File: src/rtl/core/fre_ram.sv
// Generic simple dual-port RAM with one write port and a registered read port.
module fre_ram #(
   parameter int DATA_BITS = 8,
   parameter int DEPTH     = 16,
   localparam int ADDR_W   = $clog2(DEPTH)
) (
   input  logic                 clock,
   input  logic                 wr_en,
   input  logic [ADDR_W-1:0]    wr_addr,
   input  logic [DATA_BITS-1:0] wr_data,
   input  logic                 rd_en,
   input  logic [ADDR_W-1:0]    rd_addr,
   output logic [DATA_BITS-1:0] rd_data
);

   logic [DATA_BITS-1:0] mem_ff [DEPTH];
   logic [DATA_BITS-1:0] rd_data_ff;

   always_ff @(posedge clock) begin
      if (wr_en) begin
         mem_ff[wr_addr] <= wr_data;
      end
      if (rd_en) begin
         rd_data_ff <= mem_ff[rd_addr];
      end
   end

   assign rd_data = rd_data_ff;

endmodule

File: config.mk
export PLATFORM = sky130hd
export DESIGN_NAME = fre_ram
export DESIGN_NICKNAME = d
export VERILOG_FILES = /design/src/rtl/core/fre_ram.sv
export SDC_FILE = /design/constraint.sdc
export NUM_CORES = 1
export LEC_CHECK = 0
export ABC_CLOCK_PERIOD_IN_PS = 2000
export BUFFER_PORTS_ARGS = -buffer_cell sky130_fd_sc_hd__buf_2
export CAP_MARGIN = 10
export CORE_MARGIN = 10
export CORE_UTILIZATION = 60
export CTS_CLUSTER_DIAMETER = 150
export DETAILED_ROUTE_END_ITERATION = 8
export GPL_ROUTABILITY_DRIVEN = 0
export PLACE_DENSITY = 0.88
export SYNTH_ARGS = -nofsm -noshare
export SYNTH_HDL_FRONTEND = slang
export SYNTH_SLANG_ARGS = --single-unit
File: constraint.sdc
create_clock -name clock -period 2 [get_ports clock]
set_input_delay 0.1 -clock clock [delete_from_list [all_inputs] [get_ports clock]]
set_output_delay 0.1 -clock clock [all_outputs]
set_load 0.03 [all_outputs]
==> summary.md <==
| Metric | Value |
|---|---|
| Reg-to-reg slack, setup | `between 0.4 and 0.5 ns` |
| Critical path's top delay family | `multiplexers` |
| Fillers | `438` |
| Global-route usage over all layers | `18.1%` |
| Non-Filler Instances | `just over 400` |
| R2R Path End | `rd_data[5]` |
| Largest net degree at the start of global routing | `19` |
| Most frequent cells in the layout | `136 x edfxtp_1, 26 x buf_2, 18 x mux4_2, 18 x buf_4` |
| CP bufs+invs | `0` |
| PortBufs | `26` |
| Nets | `~310` |
| Clk buf depth | `2` |
| Syn Area/Cell | `between 20 and 25 µm²` |
| RSZ-0062 raised after global routing | `no` |
| First-pass DRT Iterations | `4` |
| DRC Markers | `0` |
| Routed wire length | `11.0 mm` |
| Antenna cells | `0` |
| Antenna Nets Post-Route | `0` |
| Multi-input gate area in the final layout | `~1100 µm²` |
| Drt initial violations | `~280` |
| Final Hold Fails | `0` |
| Crit start category | `register` |
| CP arrival | `between 1.5 and 2 ns` |
| Layout cells sized above 1 | `a little under a third` |
| TNS Setup | `0 ns` |
| Post-CTS setup buffer count | `0` |
| Core ar. | `roughly 8300 µm²` |
| Area Growth Syn to Fin | `20.3%` |
| Post-synth cell types | `18` |
| Switching power | `roughly 1.3 mW` |
| TritonCTS buffer count | `17` |
| Worst skew pair latency | `about 0.51 ns` |
| Pint | `roughly 5.4 mW` |
| Peak VDD IR | `698 µV` |
| # clock sinks | `around 140` |
| Leak pwr | `approximately 2.2 nW` |
| Yosys reg bits | `136` |
| Slew Limit Fails | `0` |
| Comb power frac | `under 10%` |
| Worst min-delay path endpoint | `mem_ff[8][7]` |
| Slowest CP cell | `mux4_1` |
| HPWL after DPL | `6.37 mm` |
| Initial Util | `62.7%` |
| Critical-path maximum fanout | `1` |
| Via-per-instance ratio | `6.28` |
| Die height | `113 µm` |
| Worst-Margin Slew | `between 0.4 and 0.5 ns` |
| Antenna violations before repair | `0` |
| DP Area | `around 5600 µm²` |
| Synthesized Nets | `248` |
| Die X | `roughly 110 µm` |
| Tmin final | `~1.5 ns` |
| Number of global-route vias before repair | `2848` |
| Post-Place Cells | `371` |
| Max-slew headroom | `72.9%` |
| PwrDens | `~1100 nW/µm²` |
| Post-Syn Instances | `about 230` |
| Num ports | `27` |
| Commonest non-fill, non-tap cell in the layout | `edfxtp_1` |
| Register Area | `just over 4000 µm²` |
| Root Driver | `clkbuf_8` |
| Achievable Freq | `around 0.66 GHz` |
| Endpoint class of the critical path | `register` |
| Fin util | `about three quarters` |
| Class of the worst hold path | `in2reg` |
| Setup Viol. Count Final | `0` |
| Max-Cap Viols | `0` |
| Clock Skew | `slightly below 0.007 ns` |
| H-tree depth | `4` |
| Finished Cell Area | `6290 µm²` |
| First-pass GRT wire length | `17.0 mm` |
| Routed wire per std cell | `26.6 µm` |
| Period Utilization, post-route | `between 70% and 80%` |
| Via count | `2586` |
| Worst Hold Depth | `3` |
| Cell Chain, Critical Path | `mux4_1 > a22oi_1 > nand2_1` |
| CTS tree | `done` |
| Sw Ratio | `20.0%` |
| Die ar. | `approximately 13000 µm²` |
| Clock network fraction of design power | `a little under half` |
| Post-synthesis sequential area ratio | `approximately four fifths` |
| Beginning of the worst hold path | `wr_addr[0]` |
| Cell Rows | `33` |
| Congestion Overflow GR | `0` |
| FF-to-FF path depth | `3` |
| Crit Path Class | `reg2reg` |
| Synthesized cell area | `around 5200 µm²` |
| Flop pwr share | `48.2%` |
| Syn. warnings | `0` |
| CTS clk-pin slew, worst paths | `around 0.06 ns` |
| Reg2Reg Launch Point | `mem_ff[1][5]` |
| Status | `finished clean` |
| Req. time, crit path | `between 2 and 2.5 ns` |
| CP peak stage delay | `between 0.5 and 0.6 ns` |
[per-stage QoR]
step	setup slack, ns	power [mW]	hold slack, ns
final	0.478	6.70	0.146
after global routing	0.398	6.88	0.168
after CTS	0.473	6.74	0.125
after detailed placement	0.335	3.61	0.489
after global placement	0.397	3.59	0.477
after floorplan	0.407	3.47	0.199
[worst register-to-register path, delay by kind of cell, from the launching register on]
kind,cells,cell delay [ns]
AOI/OAI and AO/OA,1,0.28
and+or+nand+nor,1,0.10
DFF,1,0.37
muxes,1,0.52
[layer usage]
layer / up-vias / part of all wire, % / GRT usage (%) / wire length [µm]
met3: 16 / 9.7 / 5.28 / 1060
met5: - / 0 / 0 / 0
li1: 1116 / - / - / -
met2: 147 / 50 / 28.8 / 5530
met1: 1307 / 38 / 22.3 / 4180
met4: 0 / 1.9 / 9.14 / 203
[power by group through the flow]
stage / combinational [mW] / clock (mW) / sequential, mW
2_1_floorplan: 0.162 / 0 / 3.31
4_1_cts: 0.343 / 3.16 / 3.23
5_1_grt: 0.368 / 3.27 / 3.24
6_report: 0.341 / 3.13 / 3.23
3_3_place_gp: 0.311 / 0 / 3.28
3_5_place_dp: 0.324 / 0 / 3.29
[state kept, by name (all words and copies together), names as in the netlist]
register	cells
mem_ff	128
rd_data	8
[kinds of logic (layout without fill, tap and decap cells)]
| logic type | after synthesis | count (layout) | synth area share (%) |
|---|---|---|---|
| flops | 136 | 136 | 78.1 |
| compound gates | 16 | 16 | 2.30 |
| simple gates | 35 | 35 | 3.14 |
| mux | 32 | 32 | 14.8 |
| buf+inv | 10 | 88 | 1.65 |
[worst max path at each step]
stage / start / to / slack, ns / depth (start not counted)
after floorplan: wr_addr[2] / mem_ff[0][0] / 0.41 / 2
after global placement: rd_addr[0] / rd_data[1] / 0.40 / 5
after detailed placement: rd_addr[0] / rd_data[1] / 0.34 / 5
after CTS: mem_ff[1][5] / rd_data[5] / 0.47 / 3
after global routing: mem_ff[2][1] / rd_data[1] / 0.40 / 3
final: mem_ff[1][5] / rd_data[5] / 0.48 / 3
[Yosys cell counts]
cell             number  share of area [%]
edfxtp_1            136                 78
mux4_2               18                7.8
a22oi_1              16                2.3
mux4_1               14                7.0
nor2_1               13               0.93
nand2_1               9               0.65
nor3_1                4               0.38
buf_2                 3               0.29
buf_6                 3               0.65
clkdlybuf4s25_2       3               0.57
nand2b_1              2               0.24
nand3b_1              2               0.29
and2_1                1               0.12
and2b_1               1               0.14
buf_4                 1               0.14
nand3_1               1              0.096
nor2b_1               1               0.12
or3b_2                1               0.17
[what timing repair did]
action                                  in CTS  in global routing
endpoints found under the setup margin       0                  0
hold buffers                                 9                  0
endpoints found under the hold margin      136                  0
gates resized for setup                      0                  0
[area by class of cell]
type	instances	share of cell area, %
tap	105	2.09
clock inverter	14	2.89
clock buffer	18	6.65
timing repair buffer	56	6.61
multi-input combinational	83	16.8
sequential	136	65.0
(Power assumes the default switching activity.)
