**src/rtl/core/fre_pkg.sv**
```systemverilog
// Shared types, constants and address helper for the frame store rectangle engine.
package fre_pkg;

   localparam int WIDTH       = 256;
   localparam int HEIGHT      = 64;
   localparam int DEPTH       = WIDTH * HEIGHT;
   localparam int X_BITS      = $clog2(WIDTH);
   localparam int Y_BITS      = $clog2(HEIGHT);
   localparam int ADDR_BITS   = $clog2(DEPTH);
   localparam int COORD_BITS  = 12;
   localparam int DIFF_BITS   = COORD_BITS + 2;
   localparam int PIXEL_BITS  = 8;
   localparam int BORDER_BITS = 8;

   localparam logic signed [COORD_BITS-1:0] X_MAX = COORD_BITS'(WIDTH - 1);
   localparam logic signed [COORD_BITS-1:0] Y_MAX = COORD_BITS'(HEIGHT - 1);
   localparam logic [ADDR_BITS-1:0] ROW_STRIDE = ADDR_BITS'(WIDTH);
   localparam logic [ADDR_BITS-1:0] LAST_ADDR  = ADDR_BITS'(DEPTH - 1);

   typedef enum logic [1:0] {
      ACT_SET  = 2'd0,
      ACT_GET  = 2'd1,
      ACT_RECT = 2'd2
   } action_type;

   // Rectangle with corners in order and its scan window clipped to the store.
   typedef struct packed {
      logic signed [COORD_BITS-1:0] x1;
      logic signed [COORD_BITS-1:0] y1;
      logic signed [COORD_BITS-1:0] x2;
      logic signed [COORD_BITS-1:0] y2;
      logic [BORDER_BITS-1:0]       bw;
      logic                         filled;
      logic [X_BITS-1:0]            lx;
      logic [X_BITS-1:0]            hx;
      logic [Y_BITS-1:0]            ly;
      logic [Y_BITS-1:0]            hy;
      logic [PIXEL_BITS-1:0]        color;
   } rect_type;

   typedef struct packed {
      logic                  we;
      logic [ADDR_BITS-1:0]  addr;
      logic [PIXEL_BITS-1:0] data;
   } pix_type;

   function automatic logic [ADDR_BITS-1:0] pix_addr(input logic [Y_BITS-1:0] y,
                                                     input logic [X_BITS-1:0] x);
      logic [ADDR_BITS-1:0] row;
      row = ADDR_BITS'(y) * ROW_STRIDE;
      return row + ADDR_BITS'(x);
   endfunction

endpackage

```
**src/rtl/core/fre_raster.sv**
```systemverilog
// Rectangle scanner: walks the clipped window one pixel per cycle and issues writes.
module fre_raster import fre_pkg::*; (
   input  logic     clock,
   input  logic     reset,
   input  logic     start,
   input  rect_type rect,
   output pix_type  pix,
   output logic     last
);

   logic                 busy_ff;
   rect_type             rect_ff;
   logic [X_BITS-1:0]    x_ff;
   logic [Y_BITS-1:0]    y_ff;
   logic [ADDR_BITS-1:0] base_ff;

   logic signed [DIFF_BITS-1:0] xs, ys, x1s, y1s, x2s, y2s, bws;
   logic                        on_border;
   logic                        row_end;

   always_comb begin
      xs  = DIFF_BITS'(x_ff);
      ys  = DIFF_BITS'(y_ff);
      x1s = DIFF_BITS'(rect_ff.x1);
      y1s = DIFF_BITS'(rect_ff.y1);
      x2s = DIFF_BITS'(rect_ff.x2);
      y2s = DIFF_BITS'(rect_ff.y2);
      bws = DIFF_BITS'(rect_ff.bw);
      on_border = ((xs - x1s) < bws) || ((x2s - xs) < bws) ||
                  ((ys - y1s) < bws) || ((y2s - ys) < bws);
   end

   assign row_end  = (x_ff == rect_ff.hx);
   assign last     = busy_ff && row_end && (y_ff == rect_ff.hy);
   assign pix.we   = busy_ff && (rect_ff.filled || on_border);
   assign pix.addr = base_ff + ADDR_BITS'(x_ff);
   assign pix.data = rect_ff.color;

   always_ff @(posedge clock) begin
      if (reset) begin
         busy_ff <= 1'b0;
      end else if (start) begin
         busy_ff <= 1'b1;
         rect_ff <= rect;
         x_ff    <= rect.lx;
         y_ff    <= rect.ly;
         base_ff <= pix_addr(rect.ly, '0);
      end else if (busy_ff) begin
         if (row_end) begin
            x_ff <= rect_ff.lx;
            if (y_ff == rect_ff.hy) begin
               busy_ff <= 1'b0;
            end else begin
               y_ff    <= y_ff + 1'b1;
               base_ff <= base_ff + ROW_STRIDE;
            end
         end else begin
            x_ff <= x_ff + 1'b1;
         end
      end
   end

endmodule

```
**config.mk**
```make
export PLATFORM = sky130hd
export DESIGN_NAME = fre_raster
export DESIGN_NICKNAME = d
export VERILOG_FILES = /design/src/rtl/core/fre_pkg.sv /design/src/rtl/core/fre_raster.sv
export SDC_FILE = /design/constraint.sdc
export NUM_CORES = 1
export LEC_CHECK = 0
export BUFFER_PORTS_ARGS = -buffer_cell sky130_fd_sc_hd__clkbuf_2
export CORE_MARGIN = 1.5
export CORE_UTILIZATION = 60
export DETAILED_ROUTE_END_ITERATION = 10
export PLACE_DENSITY = 0.84
export SETUP_SLACK_MARGIN = 0.15
export SKIP_CTS_REPAIR_TIMING = 1
export SYNTH_ARGS = -nofsm -noshare
export SYNTH_HDL_FRONTEND = slang
export SYNTH_SLANG_ARGS = --single-unit
```
**constraint.sdc**
```tcl
create_clock -name clock -period 9.1 [get_ports clock]
set_input_delay 0.91 -clock clock [delete_from_list [all_inputs] [get_ports clock]]
set_output_delay 0.91 -clock clock [all_outputs]
set_load 0.05 [all_outputs]
```
==> run_results.csv <==
group,metric,value,unit
clock_tree,worstSkewPairLatency,390,ps
floorplan,coreArea,0.0102,mm2
logic_synthesis,yosysTopAreaCellShare,51.3,%
logic_synthesis,synth_flop_cell,"edfxtp_1",
power,p_leak,3.03,nW
timing,slew_viol_final,0,
global_routing,grt_overflow,0,
place,port-buffer-count,119,
clock_tree,path_clk_slew,100,ps
drt,routed_wl,12600,um
critical_path,startpoint_type,"flip-flop",
global_routing,grt_pass1_wl,20800,um
place,dp_hpwl,9610,um
logic_synthesis,synth.most_common_cell,"edfxtp_1",
power,internal_power,0.808,mW
power,peakVddDrop,131,uV
timing,worstMarginPinSlew,1160,ps
logic_synthesis,synthTopCellsByArea,"edfxtp_1, ha_1, xnor2_1",
global_routing,grt_max_degree,46,
drt,post_drt_wl_per_cell,15.7,um
critical_path,crit_fanout,6,
logic_synthesis,ys_types,54,
logic_synthesis,yosysSeqAreaShare,51.7,%
timing,final-hold-violation-count,0,
logic_synthesis,synthTopCellsByCount,"edfxtp_1, ha_1, inv_1",
global_routing,antenna_found_initial,0,
critical_path,required,8190,ps
floorplan,dieArea,0.0111,mm2
timing,setup_tns,0,ps
drt,ant_nets,0,
power,seq_power_share,52.3,%
timing,slew_headroom,22.6,%
floorplan,rows,37,
floorplan,die_h,105,um
logic_synthesis,netlist_area,0.00626,mm2
hold_path,hp-class,"flip-flop to flip-flop",
critical_path,critPathCaptureType,"output pin",
drt,via_per_inst,5.54,
clock_tree,htreeDepth,3,
timing,clock.fmax,195,MHz
timing,setup_ws,3980,ps
finish,layout-drive-gt1-share,22.0,%
finish,num_antenna_cells,0,
logic_synthesis,synth_edf_count,107,
finish,area_delta_synth_final,14.3,%
critical_path,worstSetupPathType,"flip-flop to output pin",
logic_synthesis,yosys_warnings,0,
logic_synthesis,synth.avg_cell_area,11.6,um2
timing,setup_viol,0,
critical_path,cp.arrival,4210,ps
status,status,"completed",
clock_tree,cts_max_path_buffers,2,
floorplan,ios,120,
finish,layout.nets,819,
clock_tree,cts_made_buffers,9,
clock_tree,cts-root-buf,"clkbuf_8",
logic_synthesis,ys_ff_latch,108,
logic_synthesis,synth_cells,541,
clock_tree,cts.sinks,108,
power,switching_power,0.353,mW
logic_synthesis,yosysTopAreaCell,"edfxtp_1",
power,combPwrFrac,23.4,%
flow_run,cap_violations,0,
place,routabilityCongestion,0.831,
timing,rsz0062_at_grt,"no",
place,post_dp_cell_area,0.00697,mm2
drt,drt_iter0_drc,182,
drt,vias,4435,
place,pre_cts_ws,4450,ps
power,powerDensity,162,mW/mm2
logic_synthesis,syn-num-nets,700,
timing,period_share,56.3,%
global_routing,grt_pass1_vias,4582,
clock_tree,tritoncts,"done",
logic_synthesis,synthArstFlopShare,0,%
drt,dr.pass1.iters,4,
timing,period_minus_slack,5120,ps
drt,drc,0,
global_routing,grtUsageTotal,24.2,%
power,switching_share,30.4,%
floorplan,initial_utilization,61.2,%
finish,final_area,0.00716,mm2
power,p_clk_share,24.3,%
timing,skew,13.9,ps
floorplan,die_x,105,um
## path summary, 6_finish.rpt
kind | startpoint | to | slack [ps] | depth (start not counted)
worst max-delay path | y_ff[1] | pix[22] | 3980 | 17
worst min-delay path | rect_ff[34] | x_ff[6] | 640 | 2
worst max register to register | x_ff[5] | x_ff[0] | 6720 | 5
worst min register to register | rect_ff[34] | x_ff[6] | 640 | 2
## sequential cells by signal, indices dropped and copies added, names as in the netlist
register / flops
pix: 8
rect_ff: 71
y_ff: 6
x_ff: 8
busy_ff: 1
base_ff: 6
bws: 8
## metal layers
metal / wire (um) / track usage, %
met5: 0 / 0
met4: 300 / 11.0
met3: 747 / 5.99
met2: 6040 / 39.9
met1: 5500 / 30.1
## cell type report
type | instances | area [um2]
clock buffers | 9 | 124
clock inverters | 7 | 63.8
multi-input cells | 372 | 2770
flip-flops and latches | 108 | 3230
well taps | 136 | 170
fillers | 753 | 3080
inverters | 48 | 180
repair buffers | 121 | 611
## cell families (layout without fill, tap and decap cells)
group | after synthesis | in the layout | synth area share (%)
adders and majority gates | 63 | 63 | 13.1
DFF | 108 | 108 | 51.7
xor gates and xnor gates | 43 | 43 | 6.02
and+or+nand+nor | 130 | 130 | 10.4
AOI/OAI and AO/OA | 132 | 132 | 14.1
muxes | 4 | 4 | 0.640
buffers and inverters | 61 | 185 | 4.14
## critical path, stage by stage, from the launching register on
cell and delay, ps:
edfxtp_1 520, inv_1 150, ha_1 240, nor2b_1 150
o31a_1 280, or2_1 240, a21oi_1 220, nor2b_1 70
nor3_1 210, xor2_1 190, ha_1 260, o211ai_1 100
o311a_1 190, nand3_1 70, o311ai_1 370, a211oi_1 90
o211ai_1 170, clkbuf_2 310
## power groups by stage
stage	Combinational [mW]	Clock, mW	Sequential, mW
floorplan	0.190	0	0.625
global placement	0.254	0	0.618
detailed placement	0.269	0	0.618
CTS	0.271	0.289	0.608
global route	0.308	0.306	0.611
finish	0.271	0.282	0.608
## through the flow
stage	std cells	util [%]	total power, mW	hold WS, ps
6_report	801	69.9	1.16	635
5_1_grt	801	69.9	1.23	659
4_1_cts	801	69.9	1.17	650
3_5_place_dp	785	68.1	0.887	622
3_3_place_gp	785	68.1	0.872	595
2_1_floorplan	541	-	0.815	574
## cell usage in the layout (no fill, tap or decap), types with 5 or more instances in the layout
| cell type | count |
|---|---|
| clkbuf_8 | 9 |
| nand3_1 | 13 |
| xor2_1 | 16 |
| edfxtp_1 | 107 |
| nor2b_1 | 9 |
| nand3b_1 | 7 |
| a31oi_1 | 6 |
| nor3_1 | 11 |
| o21a_1 | 13 |
| a21o_1 | 8 |
| ha_1 | 59 |
| inv_1 | 48 |
| o31a_1 | 9 |
| clkbuf_2 | 119 |
| a21oi_1 | 33 |
| nor2_1 | 36 |
| o211ai_1 | 6 |
| o21ai_0 | 30 |
| a211oi_1 | 5 |
| xnor2_1 | 27 |
| nand2_1 | 30 |
(Power assumes the default switching activity.)
